<file path="src/sv/dhh_pkg.sv">
// ---------------------------------------------------------------------------
// dhh_pkg
// Shared types, register indexes and arithmetic constants for the drive and
// heading hold PWM block.
// ---------------------------------------------------------------------------
`timescale 1ns / 1ps

package dhh_pkg;

    // Port widths
    localparam int LEVEL_W     = 16;
    localparam int CFG_INDEX_W = 3;
    localparam int CFG_DATA_W  = 16;

    // Shared multiplier widths
    localparam int MUL_A_W = 17;
    localparam int MUL_B_W = 16;
    localparam int PROD_W  = MUL_A_W + MUL_B_W;

    // Register indexes
    localparam logic [CFG_INDEX_W-1:0] CFG_ENABLED    = 3'd0;
    localparam logic [CFG_INDEX_W-1:0] CFG_STEER_GAIN = 3'd1;
    localparam logic [CFG_INDEX_W-1:0] CFG_SPEED_GAIN = 3'd2;
    localparam logic [CFG_INDEX_W-1:0] CFG_STEER_THR  = 3'd3;
    localparam logic [CFG_INDEX_W-1:0] CFG_KP         = 3'd4;
    localparam logic [CFG_INDEX_W-1:0] CFG_ERROR_CAP  = 3'd5;

    // Register reset values
    localparam logic [7:0]  RST_STEER_GAIN = 8'd16;
    localparam logic [9:0]  RST_SPEED_GAIN = 10'd516;
    localparam logic [6:0]  RST_STEER_THR  = 7'd10;
    localparam logic [15:0] RST_KP         = 16'd256;
    localparam logic [7:0]  RST_ERROR_CAP  = 8'd30;

    // Item kinds
    localparam logic ACT_MOVE = 1'b0;
    localparam logic ACT_YAW  = 1'b1;

    // Steer scaling: round a 1/16 product and clamp to 127
    localparam logic [15:0] STEER_ROUND = 16'd8;
    localparam logic [11:0] STEER_LIMIT = 12'd127;

    // Heading error in centidegrees
    localparam logic [15:0]        QUARTER_TURN = 16'd9000;
    localparam logic signed [18:0] FULL_TURN    = 19'sd36000;
    localparam logic [16:0]        DEG_ROUND    = 17'd50;
    localparam logic [16:0]        DEG_DIV      = 17'd100;

    // Divide by 100 as x * 5242 >> 19; the estimate is low by at most one
    localparam logic [12:0] DEG_RECIP = 13'd5242;
    localparam int          DEG_SHIFT = 19;
    localparam int          DEG_W     = 10;

    // Round the 8.8 hold gain product
    localparam logic [26:0] HOLD_ROUND = 27'd128;

    // Datapath operation for one sequencing step
    typedef enum logic [2:0] {
        OP_NONE,
        OP_STEER_GAIN,
        OP_DRIVE_LEVEL,
        OP_STEER_LEVEL,
        OP_ERR_RECIP,
        OP_ERR_DEG,
        OP_HOLD_GAIN
    } dhh_op_t;

    // How the end of a request updates the state
    typedef enum logic [1:0] {
        KIND_KEEP,
        KIND_MOVE,
        KIND_YAW
    } dhh_kind_t;

    typedef struct packed {
        logic      load;
        dhh_op_t   op;
        logic      commit;
        dhh_kind_t kind;
    } dhh_cmd_t;

    typedef struct packed {
        logic item_yaw;
        logic enabled;
        logic out_free;
    } dhh_status_t;

    typedef struct packed {
        logic               action;
        logic signed [7:0]  steer_cmd;
        logic signed [7:0]  drive_cmd;
        logic               script_mode;
        logic signed [15:0] heading;
    } dhh_in_t;

    typedef struct packed {
        logic [LEVEL_W-1:0] drive_fwd_level;
        logic [LEVEL_W-1:0] drive_rev_level;
        logic [LEVEL_W-1:0] steer_left_level;
        logic [LEVEL_W-1:0] steer_right_level;
        logic               hold_on;
    } dhh_out_t;

endpackage

</file>
<file path="src/sv/drive_and_heading_hold_pwm.sv">
// ---------------------------------------------------------------------------
// drive_and_heading_hold_pwm
// Flow: an accepted request runs three datapath steps, which share the one
// multiplier, then a commit; no new request is taken until that commit, which
// waits while a stalled result still holds the output register.
// Reset: all PWM levels, hold state and headings clear; registers take their
// defaults with the block disabled.
// ---------------------------------------------------------------------------
`timescale 1ns / 1ps

module drive_and_heading_hold_pwm #(
    parameter int LEVEL_BITS = 16
)
(
    input  logic                            clk,
    input  logic                            rst_n,
    input  logic                            in_valid,
    output logic                            in_stall,
    input  dhh_pkg::dhh_in_t                in_data,
    output logic                            out_valid,
    input  logic                            out_stall,
    output dhh_pkg::dhh_out_t               out_data,
    input  logic                            cfg_we,
    input  logic [dhh_pkg::CFG_INDEX_W-1:0] cfg_index,
    input  logic [dhh_pkg::CFG_DATA_W-1:0]  cfg_data
);

    dhh_pkg::dhh_cmd_t    cmd;
    dhh_pkg::dhh_status_t status;

    // Sequencer
    dhh_ctrl u_ctrl
    (
        .clk      (clk),
        .rst_n    (rst_n),
        .in_valid (in_valid),
        .in_stall (in_stall),
        .status   (status),
        .cmd      (cmd)
    );

    // Arithmetic and state
    dhh_datapath #(
        .LEVEL_BITS (LEVEL_BITS)
    ) u_datapath
    (
        .clk       (clk),
        .rst_n     (rst_n),
        .cmd       (cmd),
        .status    (status),
        .in_data   (in_data),
        .out_valid (out_valid),
        .out_stall (out_stall),
        .out_data  (out_data),
        .cfg_we    (cfg_we),
        .cfg_index (cfg_index),
        .cfg_data  (cfg_data)
    );

endmodule

</file>
<file path="src/sv/dhh_ctrl.sv">
// ---------------------------------------------------------------------------
// dhh_ctrl
// Sequencer: accepts one request, runs three datapath steps (a yaw item's
// second is no multiply) and commits the result when the output register is free.
// ---------------------------------------------------------------------------
`timescale 1ns / 1ps

module dhh_ctrl
(
    input  logic                clk,
    input  logic                rst_n,
    input  logic                in_valid,
    output logic                in_stall,
    input  dhh_pkg::dhh_status_t status,
    output dhh_pkg::dhh_cmd_t    cmd
);

    typedef enum logic [2:0] {
        ST_IDLE,
        ST_STEP_A,
        ST_STEP_B,
        ST_STEP_C,
        ST_COMMIT
    } state_t;

    state_t state_reg;
    logic   stall_reg;

    // Decode the step into a datapath command
    always_comb
    begin
        cmd.load   = 1'b0;
        cmd.op     = dhh_pkg::OP_NONE;
        cmd.commit = 1'b0;
        if (!status.enabled)
        begin
            cmd.kind = dhh_pkg::KIND_KEEP;
        end
        else if (status.item_yaw)
        begin
            cmd.kind = dhh_pkg::KIND_YAW;
        end
        else
        begin
            cmd.kind = dhh_pkg::KIND_MOVE;
        end
        unique case (state_reg)
            ST_IDLE:
            begin
                cmd.load = in_valid;
            end
            ST_STEP_A:
            begin
                cmd.op = status.item_yaw ? dhh_pkg::OP_ERR_RECIP : dhh_pkg::OP_STEER_GAIN;
            end
            ST_STEP_B:
            begin
                cmd.op = status.item_yaw ? dhh_pkg::OP_ERR_DEG : dhh_pkg::OP_DRIVE_LEVEL;
            end
            ST_STEP_C:
            begin
                cmd.op = status.item_yaw ? dhh_pkg::OP_HOLD_GAIN : dhh_pkg::OP_STEER_LEVEL;
            end
            ST_COMMIT:
            begin
                cmd.commit = status.out_free;
            end
            default:
            begin
                cmd.load = 1'b0;
            end
        endcase
    end

    // Advance the sequence; stall the input from accept to commit
    always_ff @(posedge clk or negedge rst_n)
    begin
        if (!rst_n)
        begin
            state_reg <= ST_IDLE;
            stall_reg <= 1'b0;
        end
        else
        begin
            unique case (state_reg)
                ST_IDLE:
                begin
                    if (in_valid)
                    begin
                        state_reg <= ST_STEP_A;
                        stall_reg <= 1'b1;
                    end
                end
                ST_STEP_A:
                begin
                    state_reg <= ST_STEP_B;
                end
                ST_STEP_B:
                begin
                    state_reg <= ST_STEP_C;
                end
                ST_STEP_C:
                begin
                    state_reg <= ST_COMMIT;
                end
                ST_COMMIT:
                begin
                    if (status.out_free)
                    begin
                        state_reg <= ST_IDLE;
                        stall_reg <= 1'b0;
                    end
                end
                default:
                begin
                    state_reg <= ST_IDLE;
                    stall_reg <= 1'b0;
                end
            endcase
        end
    end

    assign in_stall = stall_reg;

endmodule

</file>
<file path="src/sv/dhh_datapath.sv">
// ---------------------------------------------------------------------------
// dhh_datapath
// Configuration registers, PWM state, one shared 17x16 multiplier, heading
// error arithmetic and the output register.
// ---------------------------------------------------------------------------
`timescale 1ns / 1ps

module dhh_datapath #(
    parameter int LEVEL_BITS = 16
)
(
    input  logic                                clk,
    input  logic                                rst_n,
    input  dhh_pkg::dhh_cmd_t                   cmd,
    output dhh_pkg::dhh_status_t                status,
    input  dhh_pkg::dhh_in_t                    in_data,
    output logic                                out_valid,
    input  logic                                out_stall,
    output dhh_pkg::dhh_out_t                   out_data,
    input  logic                                cfg_we,
    input  logic [dhh_pkg::CFG_INDEX_W-1:0]     cfg_index,
    input  logic [dhh_pkg::CFG_DATA_W-1:0]      cfg_data
);

    localparam int PROD_W = dhh_pkg::PROD_W;
    localparam int DEG_W  = dhh_pkg::DEG_W;

    // Clamp a product to the largest PWM level
    function automatic logic [LEVEL_BITS-1:0] sat_level(input logic [PROD_W-1:0] v);
        logic over;
        over = |(v >> LEVEL_BITS);
        return over ? {LEVEL_BITS{1'b1}} : v[LEVEL_BITS-1:0];
    endfunction

    // Configuration
    logic        enabled_reg;
    logic [7:0]  steer_gain_reg;
    logic [9:0]  speed_gain_reg;
    logic [6:0]  steer_thr_reg;
    logic [15:0] kp_reg;
    logic [7:0]  error_cap_reg;

    // Block state
    logic [LEVEL_BITS-1:0] fwd_level_reg,   fwd_level_next;
    logic [LEVEL_BITS-1:0] rev_level_reg,   rev_level_next;
    logic [LEVEL_BITS-1:0] left_level_reg,  left_level_next;
    logic [LEVEL_BITS-1:0] right_level_reg, right_level_next;
    logic                  hold_active_reg, hold_active_next;
    logic signed [15:0]    hold_heading_reg, hold_heading_next;
    logic signed [15:0]    cur_heading_reg,  cur_heading_next;
    logic signed [7:0]     last_drive_reg,   last_drive_next;

    // Working registers
    dhh_pkg::dhh_in_t            item_reg;
    logic [PROD_W-1:0]           prod_reg, prod_next;
    logic [dhh_pkg::MUL_A_W-1:0] mul_a;
    logic [dhh_pkg::MUL_B_W-1:0] mul_b;
    logic                        mul_en;
    logic [7:0]                  s_mag_reg;
    logic [LEVEL_BITS-1:0]       drive_lv_reg;
    logic [16:0]                 x_reg;
    logic [DEG_W-1:0]            deg_reg;
    logic                        out_valid_reg;
    dhh_pkg::dhh_out_t           out_data_reg;

    // Command magnitudes
    logic       steer_neg, drive_neg, drive_zero;
    logic [7:0] steer_abs, drive_abs;
    logic [15:0] steer_sum;
    logic [11:0] steer_round;
    logic [7:0]  s_eff_mag;

    // Heading error
    logic [15:0]        ay, ar;
    logic signed [18:0] y_ext, r_ext, ay_ext, ar_ext;
    logic signed [18:0] e_same, e_opp, e_wrap, e_direct, e_val;
    logic [18:0]        e_abs_full;
    logic               y_pos, r_pos, same_sign, big_y, big_r;
    logic [16:0]        x_next;
    logic [DEG_W-1:0]   q0, deg_raw, deg_capped;
    logic [16:0]        q0_x100, rem;
    logic [26:0]        hold_sum;
    logic [LEVEL_BITS-1:0] hold_lv, prod_lv;

    assign steer_neg  = item_reg.steer_cmd[7];
    assign drive_neg  = item_reg.drive_cmd[7];
    assign drive_zero = (item_reg.drive_cmd == 8'sd0);
    assign steer_abs  = steer_neg ? (~$unsigned(item_reg.steer_cmd) + 8'd1)
                                  : $unsigned(item_reg.steer_cmd);
    assign drive_abs  = drive_neg ? (~$unsigned(item_reg.drive_cmd) + 8'd1)
                                  : $unsigned(item_reg.drive_cmd);

    // Round |steer| * gain / 16 and clamp; script mode takes the command as is
    assign steer_sum   = {1'b0, prod_reg[14:0]} + dhh_pkg::STEER_ROUND;
    assign steer_round = steer_sum[15:4];
    assign s_eff_mag   = item_reg.script_mode ? steer_abs :
                         (steer_round > dhh_pkg::STEER_LIMIT) ? 8'(dhh_pkg::STEER_LIMIT)
                                                              : steer_round[7:0];

    // Wrap-around heading error against the held heading
    assign ay = item_reg.heading[15] ? (~$unsigned(item_reg.heading) + 16'd1)
                                     : $unsigned(item_reg.heading);
    assign ar = hold_heading_reg[15] ? (~$unsigned(hold_heading_reg) + 16'd1)
                                     : $unsigned(hold_heading_reg);
    assign y_ext    = {{3{item_reg.heading[15]}}, item_reg.heading};
    assign r_ext    = {{3{hold_heading_reg[15]}}, hold_heading_reg};
    assign ay_ext   = {3'b000, ay};
    assign ar_ext   = {3'b000, ar};
    assign y_pos    = !item_reg.heading[15] && (item_reg.heading != 16'sd0);
    assign r_pos    = !hold_heading_reg[15] && (hold_heading_reg != 16'sd0);
    assign same_sign = (y_pos && r_pos) || (item_reg.heading[15] && hold_heading_reg[15]);
    assign big_y    = ay > dhh_pkg::QUARTER_TURN;
    assign big_r    = ar > dhh_pkg::QUARTER_TURN;
    assign e_same   = ay_ext - ar_ext;
    assign e_opp    = ay_ext + ar_ext;
    assign e_wrap   = e_opp - dhh_pkg::FULL_TURN;
    assign e_direct = y_ext - r_ext;

    always_comb
    begin
        priority if (!(big_y || big_r))
        begin
            e_val = e_direct;
        end
        else if (same_sign)
        begin
            e_val = e_same;
        end
        else if (big_y && big_r)
        begin
            e_val = e_wrap;
        end
        else
        begin
            e_val = e_opp;
        end
    end

    assign e_abs_full = e_val[18] ? (~$unsigned(e_val) + 19'd1) : $unsigned(e_val);
    assign x_next     = e_abs_full[16:0] + dhh_pkg::DEG_ROUND;

    // Finish the divide by 100: fix the low estimate, then cap
    assign q0         = prod_reg[dhh_pkg::DEG_SHIFT +: DEG_W];
    assign q0_x100    = 17'(q0) * dhh_pkg::DEG_DIV;
    assign rem        = x_reg - q0_x100;
    assign deg_raw    = (rem >= dhh_pkg::DEG_DIV) ? (q0 + 10'd1) : q0;
    assign deg_capped = (deg_raw > {2'b00, error_cap_reg}) ? {2'b00, error_cap_reg} : deg_raw;

    // Levels from the product register
    assign prod_lv  = sat_level(prod_reg);
    assign hold_sum = prod_reg[26:0] + dhh_pkg::HOLD_ROUND;
    assign hold_lv  = sat_level(PROD_W'(hold_sum[26:8]));

    // Select multiplier operands
    always_comb
    begin
        mul_en = 1'b1;
        mul_a  = '0;
        mul_b  = '0;
        unique case (cmd.op)
            dhh_pkg::OP_STEER_GAIN:
            begin
                mul_a = 17'(steer_abs);
                mul_b = 16'(steer_gain_reg);
            end
            dhh_pkg::OP_DRIVE_LEVEL:
            begin
                mul_a = 17'(drive_abs);
                mul_b = 16'(speed_gain_reg);
            end
            dhh_pkg::OP_STEER_LEVEL:
            begin
                mul_a = 17'(s_mag_reg);
                mul_b = 16'(speed_gain_reg);
            end
            dhh_pkg::OP_ERR_RECIP:
            begin
                mul_a = x_next;
                mul_b = 16'(dhh_pkg::DEG_RECIP);
            end
            dhh_pkg::OP_HOLD_GAIN:
            begin
                mul_a = 17'(deg_reg);
                mul_b = kp_reg;
            end
            default:
            begin
                mul_en = 1'b0;
            end
        endcase
    end

    assign prod_next = PROD_W'(mul_a) * PROD_W'(mul_b);

    // Work out the state after the request
    always_comb
    begin
        fwd_level_next    = fwd_level_reg;
        rev_level_next    = rev_level_reg;
        left_level_next   = left_level_reg;
        right_level_next  = right_level_reg;
        hold_active_next  = hold_active_reg;
        hold_heading_next = hold_heading_reg;
        cur_heading_next  = cur_heading_reg;
        last_drive_next   = last_drive_reg;
        unique case (cmd.kind)
            dhh_pkg::KIND_MOVE:
            begin
                last_drive_next = item_reg.drive_cmd;
                fwd_level_next  = (!drive_neg && !drive_zero) ? drive_lv_reg : '0;
                rev_level_next  = drive_neg ? drive_lv_reg : '0;
                priority if (s_mag_reg > {1'b0, steer_thr_reg})
                begin
                    hold_active_next = 1'b0;
                    left_level_next  = steer_neg ? prod_lv : '0;
                    right_level_next = steer_neg ? '0 : prod_lv;
                end
                else if (!drive_zero)
                begin
                    hold_active_next  = 1'b1;
                    hold_heading_next = cur_heading_reg;
                end
                else
                begin
                    hold_active_next = 1'b0;
                    left_level_next  = '0;
                    right_level_next = '0;
                end
            end
            dhh_pkg::KIND_YAW:
            begin
                cur_heading_next = item_reg.heading;
                if (hold_active_reg)
                begin
                    if ((item_reg.heading < hold_heading_reg) == last_drive_reg[7])
                    begin
                        right_level_next = hold_lv;
                    end
                    else
                    begin
                        left_level_next = hold_lv;
                    end
                end
            end
            default:
            begin
                last_drive_next = last_drive_reg;
            end
        endcase
    end

    // Write configuration registers
    always_ff @(posedge clk or negedge rst_n)
    begin
        if (!rst_n)
        begin
            enabled_reg    <= 1'b0;
            steer_gain_reg <= dhh_pkg::RST_STEER_GAIN;
            speed_gain_reg <= dhh_pkg::RST_SPEED_GAIN;
            steer_thr_reg  <= dhh_pkg::RST_STEER_THR;
            kp_reg         <= dhh_pkg::RST_KP;
            error_cap_reg  <= dhh_pkg::RST_ERROR_CAP;
        end
        else if (cfg_we)
        begin
            unique case (cfg_index)
                dhh_pkg::CFG_ENABLED:    enabled_reg    <= cfg_data[0];
                dhh_pkg::CFG_STEER_GAIN: steer_gain_reg <= cfg_data[7:0];
                dhh_pkg::CFG_SPEED_GAIN: speed_gain_reg <= cfg_data[9:0];
                dhh_pkg::CFG_STEER_THR:  steer_thr_reg  <= cfg_data[6:0];
                dhh_pkg::CFG_KP:         kp_reg         <= cfg_data[15:0];
                dhh_pkg::CFG_ERROR_CAP:  error_cap_reg  <= cfg_data[7:0];
                default:                 enabled_reg    <= enabled_reg;
            endcase
        end
    end

    // Capture the request and step the working registers
    always_ff @(posedge clk)
    begin
        if (cmd.load)
        begin
            item_reg <= in_data;
        end
        if (mul_en)
        begin
            prod_reg <= prod_next;
        end
        if (cmd.op == dhh_pkg::OP_DRIVE_LEVEL)
        begin
            s_mag_reg <= s_eff_mag;
        end
        if (cmd.op == dhh_pkg::OP_STEER_LEVEL)
        begin
            drive_lv_reg <= prod_lv;
        end
        if (cmd.op == dhh_pkg::OP_ERR_RECIP)
        begin
            x_reg <= x_next;
        end
        if (cmd.op == dhh_pkg::OP_ERR_DEG)
        begin
            deg_reg <= deg_capped;
        end
        if (cmd.commit)
        begin
            out_data_reg.drive_fwd_level   <= dhh_pkg::LEVEL_W'(fwd_level_next);
            out_data_reg.drive_rev_level   <= dhh_pkg::LEVEL_W'(rev_level_next);
            out_data_reg.steer_left_level  <= dhh_pkg::LEVEL_W'(left_level_next);
            out_data_reg.steer_right_level <= dhh_pkg::LEVEL_W'(right_level_next);
            out_data_reg.hold_on           <= hold_active_next;
        end
    end

    // Update the block state on commit
    always_ff @(posedge clk or negedge rst_n)
    begin
        if (!rst_n)
        begin
            fwd_level_reg    <= '0;
            rev_level_reg    <= '0;
            left_level_reg   <= '0;
            right_level_reg  <= '0;
            hold_active_reg  <= 1'b0;
            hold_heading_reg <= '0;
            cur_heading_reg  <= '0;
            last_drive_reg   <= '0;
        end
        else if (cmd.commit)
        begin
            fwd_level_reg    <= fwd_level_next;
            rev_level_reg    <= rev_level_next;
            left_level_reg   <= left_level_next;
            right_level_reg  <= right_level_next;
            hold_active_reg  <= hold_active_next;
            hold_heading_reg <= hold_heading_next;
            cur_heading_reg  <= cur_heading_next;
            last_drive_reg   <= last_drive_next;
        end
    end

    // Hold the result until the consumer takes it
    always_ff @(posedge clk or negedge rst_n)
    begin
        if (!rst_n)
        begin
            out_valid_reg <= 1'b0;
        end
        else if (cmd.commit)
        begin
            out_valid_reg <= 1'b1;
        end
        else if (!out_stall)
        begin
            out_valid_reg <= 1'b0;
        end
    end

    assign out_valid       = out_valid_reg;
    assign out_data        = out_data_reg;
    assign status.item_yaw = (item_reg.action == dhh_pkg::ACT_YAW);
    assign status.enabled  = enabled_reg;
    assign status.out_free = !out_valid_reg || !out_stall;

endmodule

</file>
<file path="config.mk">
export PLATFORM = sky130hd
export DESIGN_NAME = drive_and_heading_hold_pwm
export DESIGN_NICKNAME = d
export VERILOG_FILES = /design/src/sv/dhh_pkg.sv /design/src/sv/drive_and_heading_hold_pwm.sv /design/src/sv/dhh_ctrl.sv /design/src/sv/dhh_datapath.sv
export SDC_FILE = /design/constraint.sdc
export NUM_CORES = 1
export LEC_CHECK = 0
export BUFFER_PORTS_ARGS = -buffer_cell sky130_fd_sc_hd__buf_2
export CAP_MARGIN = 20
export CORE_MARGIN = 2
export CORE_UTILIZATION = 64
export CTS_CLUSTER_SIZE = 12
export DETAILED_ROUTE_END_ITERATION = 8
export PLACE_DENSITY = 0.82
export SYNTH_ARGS = -nofsm -noshare
export SYNTH_HDL_FRONTEND = slang
export SYNTH_SLANG_ARGS = --single-unit
</file>
<file path="constraint.sdc">
create_clock -name clk -period 12.8 [get_ports clk]
set_input_delay 1.28 -clock clk [delete_from_list [all_inputs] [get_ports clk]]
set_output_delay 1.28 -clock clk [all_outputs]
set_load 0.02 [all_outputs]
</file>
# --- Word-level counts from Yosys, hierarchy flattened ---
# Index checks and enable logic that the tools add are counted.
classes:
  order_cmp: 7
  n_reduce_logical: 36
  n_bitwise: 8
  eq_ne: 21
  multipliers: 2
  n_mux: 52
  add_sub_neg: 14
ops:
  columns: ["op", "count"]
  rows:
  - ["$mux 16", 18]
  - ["$pmux 17 s5", 1]
  - ["$pmux 16 s2", 2]
  - ["$pmux 16 s4", 1]
  - ["$mux 19", 3]
  - ["$mux 8", 5]
  - ["$sub 16x16->17", 2]
  - ["$mul 17x16->33", 1]
  - ["$add 16x1->16 const B", 2]
  - ["$gt 16x14->1 const B", 2]
  - ["$not 16->16", 2]
  - ["$reduce_bool 16->1", 2]
  - ["$add 27x8->27 const B", 1]
  - ["$sub 19x17->19 const B", 1]
  - ["$eq 3x2->1 const B", 6]
  - ["$eq 3x3->1 const B", 6]
  - ["$reduce_and 2->1", 9]
  - ["$add 16x16->17", 1]
  - ["$add 17x1->17 const B", 1]
  - ["$add 17x6->17 const B", 1]
  - ["$ge 17x7->1 const B", 1]
  - ["$mux 17", 1]
  - ["$not 17->17", 1]
  - ["$reduce_or 17->1", 1]
  - ["34 further kinds", 69]
totals:
  elab_cells: 173
  reg_bits: 343

# --- Longest topological paths before layout ---
depth:
  depth_word: 14
  depth_mapped: 51
  depth_no_buf: 50

# --- Cells and area by module ---
# A second synthesis with hierarchy kept.
unflattened:
  hier_cells: 3105
  hier_area_um2: 30350.4
by_module_without_submodules:
  columns: ["mod", "cells_each", "instances", "area_each_um2", "seq_area_each_um2"]
  rows:
  - ["dhh_datapath", 3077, 1, 30102.6, 9176.3]
  - ["dhh_ctrl", 28, 1, 247.7, 100.1]

# --- Worst setup path before layout ---
# No wires, ideal clock.
synth_path:
  path_type: "register -> register"
  startpoint: "register u_datapath.item_reg[1] in the netlist's numbering"
  endpoint: "register u_datapath.prod_reg[31], data pin"
  setup_slack_ns: 1.177
  setup_ns: 0.258
  period_less_slack_ns: 11.623
  arrival_time_ns: 11.365
  path_buffers: 2
  t_required_ns: 12.542
  path_stages_with_launch: 48
  path_cell_list: "edfxtp_1 > inv_1 > ha_1 > or3b_1 > buf_2 > or4_1 > nand2_1 > xnor2_1 > ha_1 > clkbuf_1 > nand4_1 > a211oi_1 > o21ai_1 > a211oi_2 > nor4b_1 > a31oi_2 > or4_1 > o211ai_2 > [12 not listed] > inv_1 > fa_1 > inv_1 > fa_1 > inv_1 > ha_1 > and3_1 > a31oi_1 > a311oi_1 > o31ai_1 > o211ai_1 > a31oi_1 > nor2b_1 > o21a_1 > o21ai_0 > nand2b_1 > a21oi_1 > xnor2_1"
synth_between:
  elab_chain_cells: 14
  word_cells_on_any_way: 23
  classes_between: "add/sub (7); mul (1); order compare (1); mux (6); bitwise (2); reduce/logical (6)"
synth_rtl:
  columns: ["item", "line", "source"]
  rows:
  - ["start: declaration", "dhh_datapath.sv:54", "dhh_pkg::dhh_in_t item_reg;"]
  - ["start signal: assignment", "dhh_datapath.sv:283", "item_reg <= in_data;"]
  - ["$not 16->16", "dhh_datapath.sv:101", "assign ay = item_reg.heading[15] ? (~$unsigned(item_reg.heading) + 16'd1)"]
  - ["$add 16x1->16", "dhh_datapath.sv:101", null]
  - ["$mux 16", "dhh_datapath.sv:101", null]
  - ["$add 16x16->17 / $gt 16x14->1 (equally long branches)", "dhh_datapath.sv:115, dhh_datapath.sv:112", null]
  - ["$sub 19x17->19 / $logic_and 1x1->1 (equally long branches)", "dhh_datapath.sv:116, dhh_datapath.sv:129", null]
  - ["$mux 19", "dhh_datapath.sv:129", "else if (big_y && big_r)"]
  - ["$mux 19", "dhh_datapath.sv:125", "else if (same_sign)"]
  - ["$mux 19 (*)", "dhh_datapath.sv:121", "priority if (!(big_y || big_r))"]
  - ["$not 17->17", "dhh_datapath.sv:139", "assign e_abs_full = e_val[18] ? (~$unsigned(e_val) + 19'd1) : $unsigned(e_val);"]
  - ["$add 17x1->17", "dhh_datapath.sv:139", null]
  - ["$mux 17 (*)", "dhh_datapath.sv:139", null]
  - ["$add 17x6->17 (*)", "dhh_datapath.sv:140", "assign x_next = e_abs_full[16:0] + dhh_pkg::DEG_ROUND;"]
  - ["via u_datapath.x_next[5]", "dhh_datapath.sv:79", "logic [16:0] x_next;"]
  - ["$pmux 17 s5 (*)", "dhh_datapath.sv:160", "unique case (cmd.op)"]
  - ["$mul 17x16->33 (*)", "dhh_datapath.sv:193", "assign prod_next = PROD_W'(mul_a) * PROD_W'(mul_b);"]
  - ["via u_datapath.prod_next[31]", "dhh_datapath.sv:55", "logic [PROD_W-1:0] prod_reg, prod_next;"]
  - ["end signal: assignment", "dhh_datapath.sv:287", "prod_reg <= prod_next;"]
  - ["end: declaration", "dhh_datapath.sv:55", null]
# The timed path passes the listed nets; every way through them passes the cells marked *.
# A chain may end at the register's enable or synchronous reset.

# --- Worst setup path after layout ---
layout_path:
  startpoint: "register u_datapath.item_reg[0] in the netlist's numbering"
  endpoint: "register u_datapath.prod_reg[30], data pin"
layout_between:
  elab_chain_cells: 14
  word_cells_on_any_way: 23
  classes_between: "add/sub (7); mul (1); order compare (1); mux (6); bitwise (2); reduce/logical (6)"
layout_rtl:
  columns: ["item", "line"]
  rows:
  - ["$not 16->16", "dhh_datapath.sv:101"]
  - ["$add 16x1->16", "dhh_datapath.sv:101"]
  - ["$mux 16", "dhh_datapath.sv:101"]
  - ["$add 16x16->17 / $gt 16x14->1 (equally long branches)", "dhh_datapath.sv:115, dhh_datapath.sv:112"]
  - ["$sub 19x17->19 / $logic_and 1x1->1 (equally long branches)", "dhh_datapath.sv:116, dhh_datapath.sv:129"]
  - ["$mux 19", "dhh_datapath.sv:129"]
  - ["$mux 19", "dhh_datapath.sv:125"]
  - ["$mux 19 (*)", "dhh_datapath.sv:121"]
  - ["$not 17->17", "dhh_datapath.sv:139"]
  - ["$add 17x1->17", "dhh_datapath.sv:139"]
  - ["$mux 17 (*)", "dhh_datapath.sv:139"]
  - ["$add 17x6->17 (*)", "dhh_datapath.sv:140"]
  - ["$pmux 17 s5 (*)", "dhh_datapath.sv:160"]
  - ["$mul 17x16->33 (*)", "dhh_datapath.sv:193"]
  - ["via u_datapath.prod_next[30]", "dhh_datapath.sv:55"]
# Marks and branches as above.

==> results_dict.tcl <==
set metrics [dict create \
    skew_ns 0.02779 \
    rows 79 \
    ys_warn_count 0 \
    synth_top_area_cell "edfxtp_1" \
    vias 24880 \
    synthCells 3193 \
    worst-path-max-fanout 8 \
    antenna_found_initial 0 \
    core_area_um2 46560 \
    clk_pin_slew_ns 0.06 \
    ioPinCount 125 \
    period_share_pct 95.68 \
    grt_pass1_vias 24770 \
    critical_path_class "register to register" \
    hold_viol 0 \
    ys_top_cells_by_area "edfxtp_1 (18%), fa_1 (14%), dfrtp_1 (12%)" \
    port_buffers 124 \
    synth_seq_cells 334 \
    clock.fmax_mhz 81.65 \
    grt_max_degree 89 \
    setup_tns_ns 0 \
    synth-simple-area-share_pct 16.10 \
    slowest_stage "nor4_1" \
    syn_area_per_cell_um2 9.460 \
    crit_arrival_ns 12.56 \
    clock_sink_count 334 \
    die_h_um 221.3 \
    largest_reg_flops 65 \
    muxShareOfSynthArea_pct 4.440 \
    syn_area_um2 30210 \
    insertedDiodeCount 0 \
    required_ns 13.12 \
    cts_max_level 2 \
    hold_path_class "register to register" \
    async_flop_share_pct 45.81 \
    wl_met2_mm 40.30 \
    wl_met1_mm 33.79 \
    r2r_cells 43 \
    setup_violations 0 \
    reg2reg_to "u_datapath.prod_reg[30]$_DFFE_PP_" \
    die_w_um 221.3 \
    r2r_setup_slack_ns 0.55 \
    synth_compound_gate_area_share_pct 13.29 \
    crit_top_cell "fa_1" \
    dr.max_layer_used "met4" \
    cts-hold-fix-buffers 0 \
    cap_viol_max_count 0 \
    slew_headroom_pct 30.61 \
    root_buffer "clkbuf_16" \
    worst_pin_slew_ns 1.039 \
    synth_edf_count 181 \
    area_delta_synth_final_pct 10.38 \
    cp-end-kind "register" \
    route.met3.wl_mm 7.669 \
    yosys.cell_count.top_type "nand2_1" \
    status "completed" \
    synth_top_area_share_pct 17.99 \
    drive_above_1_share_pct 13.89 \
    wirelength_mm 85.05 \
    clock_latency_ns 0.57 \
    gr-total-overflow 0 \
    drtPass1Iterations 6 \
    endpoint "u_datapath.prod_reg[30]$_DFFE_PP_" \
    r2r_start "u_datapath.item_reg[0]$_DFFE_PP_" \
    synth_flop_cell "edfxtp_1" \
    grt_usage_pct 34.48 \
    detail-route-antenna-nets 0 \
    period_needed_ns 12.25 \
    netlist-cell-type-count 114 \
    dp_hpwl_mm 65.84 \
    cts_tree "yes" \
    crit_path_start_kind "register" \
    via_per_inst 6.200 \
    place.gp.congestion 0.9718 \
    nets 3884 \
    start_util_pct 64.88 \
    drt_iter0_drc 2567 \
    crit_start "u_datapath.item_reg[0]$_DFFE_PP_" \
    drc 0 \
    ys_seq_area_share_pct 30.71 \
    clock_path_buffers 3 \
    cp_slowest_stage_delay_ns 0.57 \
    synth_commonest_cells "nand2_1 (404), inv_1 (396), ha_1 (230), nor2_1 (224), fa_1 (217)" \
    cts_buffers 37 \
    synth_top_family_by_area "adder cells" \
    post_drt_wl_per_cell_um 21.19 \
    synth_fa_ha_area_share_pct 23.91 \
    yosys.area_share.xor_xnor_pct 4.846 \
    die-area_um2 48950 \
    grt_first_pass_wirelength_mm 133.9 \
    finalMaxSlewViolations 0 \
]
per-stage QoR:
stage	util, %	hold WS [ns]	instances	worst slack, ns	area [um2]
finish	71.62	0.4829	4013	0.5532	33340
global route	71.62	0.5022	4013	-0.06674	33340
CTS	71.06	0.4755	4000	0.06784	33080
detailed placement	68.55	0.4628	3934	-0.2999	31910
global placement	68.52	0.4536	3932	0.1433	31900
floorplan	-	0.4444	3256	1.177	30440
layout make-up:
type	instances	area, um2
flip-flops and latches	334	9278
well taps	607	759.5
inverters	398	1499
fillers	3478	13210
multi-input cells	2392	19330
clock buffers	55	1013
repair buffers	216	1333
clock inverters	11	133.9
routing by layer:
layer | track usage [%] | vias to the layer above
met5 | 0 | -
met4 | 12.56 | 0
met3 | 6.174 | 207
met2 | 55.81 | 1282
met1 | 46.75 | 12170
li1 | - | 11230
worst max-delay path, delay by kind of cell, from the launching register on:
kind | cells | cell delay (ns)
simple gates | 8 | 2.62
buf+inv | 7 | 0.92
compound gates | 16 | 3.53
xor+xnor | 2 | 0.29
flops | 1 | 0.46
fa+ha+maj | 10 | 4.19
worst min path at each step:
stage | cells past startpoint | start | to
2_1_floorplan | 2 | u_datapath.cur_heading_reg[10]$_DFFE_PN0P_ | u_datapath.hold_heading_reg[10]$_DFFE_PN0P_
3_3_place_gp | 2 | u_datapath.cur_heading_reg[9]$_DFFE_PN0P_ | u_datapath.hold_heading_reg[9]$_DFFE_PN0P_
3_5_place_dp | 2 | u_datapath.cur_heading_reg[2]$_DFFE_PN0P_ | u_datapath.hold_heading_reg[2]$_DFFE_PN0P_
4_1_cts | 2 | u_datapath.cur_heading_reg[2]$_DFFE_PN0P_ | u_datapath.hold_heading_reg[2]$_DFFE_PN0P_
5_1_grt | 2 | u_datapath.rev_level_reg[11]$_DFFE_PN0P_ | u_datapath.rev_level_reg[11]$_DFFE_PN0P_
6_report | 2 | u_datapath.cur_heading_reg[2]$_DFFE_PN0P_ | u_datapath.hold_heading_reg[2]$_DFFE_PN0P_
cells in the final DEF, fill, tap and decap left out, types with 30 or more instances in the layout:
| cell type | instances |
|---|---|
| o21ai_0 | 150 |
| buf_2 | 125 |
| fa_1 | 217 |
| nand2_1 | 404 |
| edfxtp_1 | 181 |
| ha_1 | 227 |
| nand2b_1 | 42 |
| clkbuf_16 | 37 |
| nor2_1 | 223 |
| xor2_1 | 49 |
| dfrtp_1 | 142 |
| inv_1 | 394 |
| buf_4 | 89 |
| conb_1 | 65 |
| mux2_2 | 93 |
| nor3_1 | 37 |
| nand3_1 | 81 |
| and2_1 | 31 |
| xnor2_1 | 112 |
| a21o_1 | 30 |
| a21oi_1 | 94 |
cell families (layout without fill, tap and decap cells):
logic type,Yosys count,after routing
buffers and inverters,530,680
AOI/OAI and AO/OA,569,569
and+or+nand+nor,1025,1025
muxes,121,121
other,2,65
adders and majority gates,447,447
xor gates and xnor gates,165,165
DFF,334,334
what timing repair did:
item | 4_1_cts | 5_1_grt
gates resized for setup | 4 | 33
setup buffers | 0 | 11
pin swaps | 0 | 3
endpoints found under the setup margin | 3 | 9
Power is left out: the tool's default activity adds up to more than one toggle a clock period on the data nets, which glitch-free logic cannot reach.
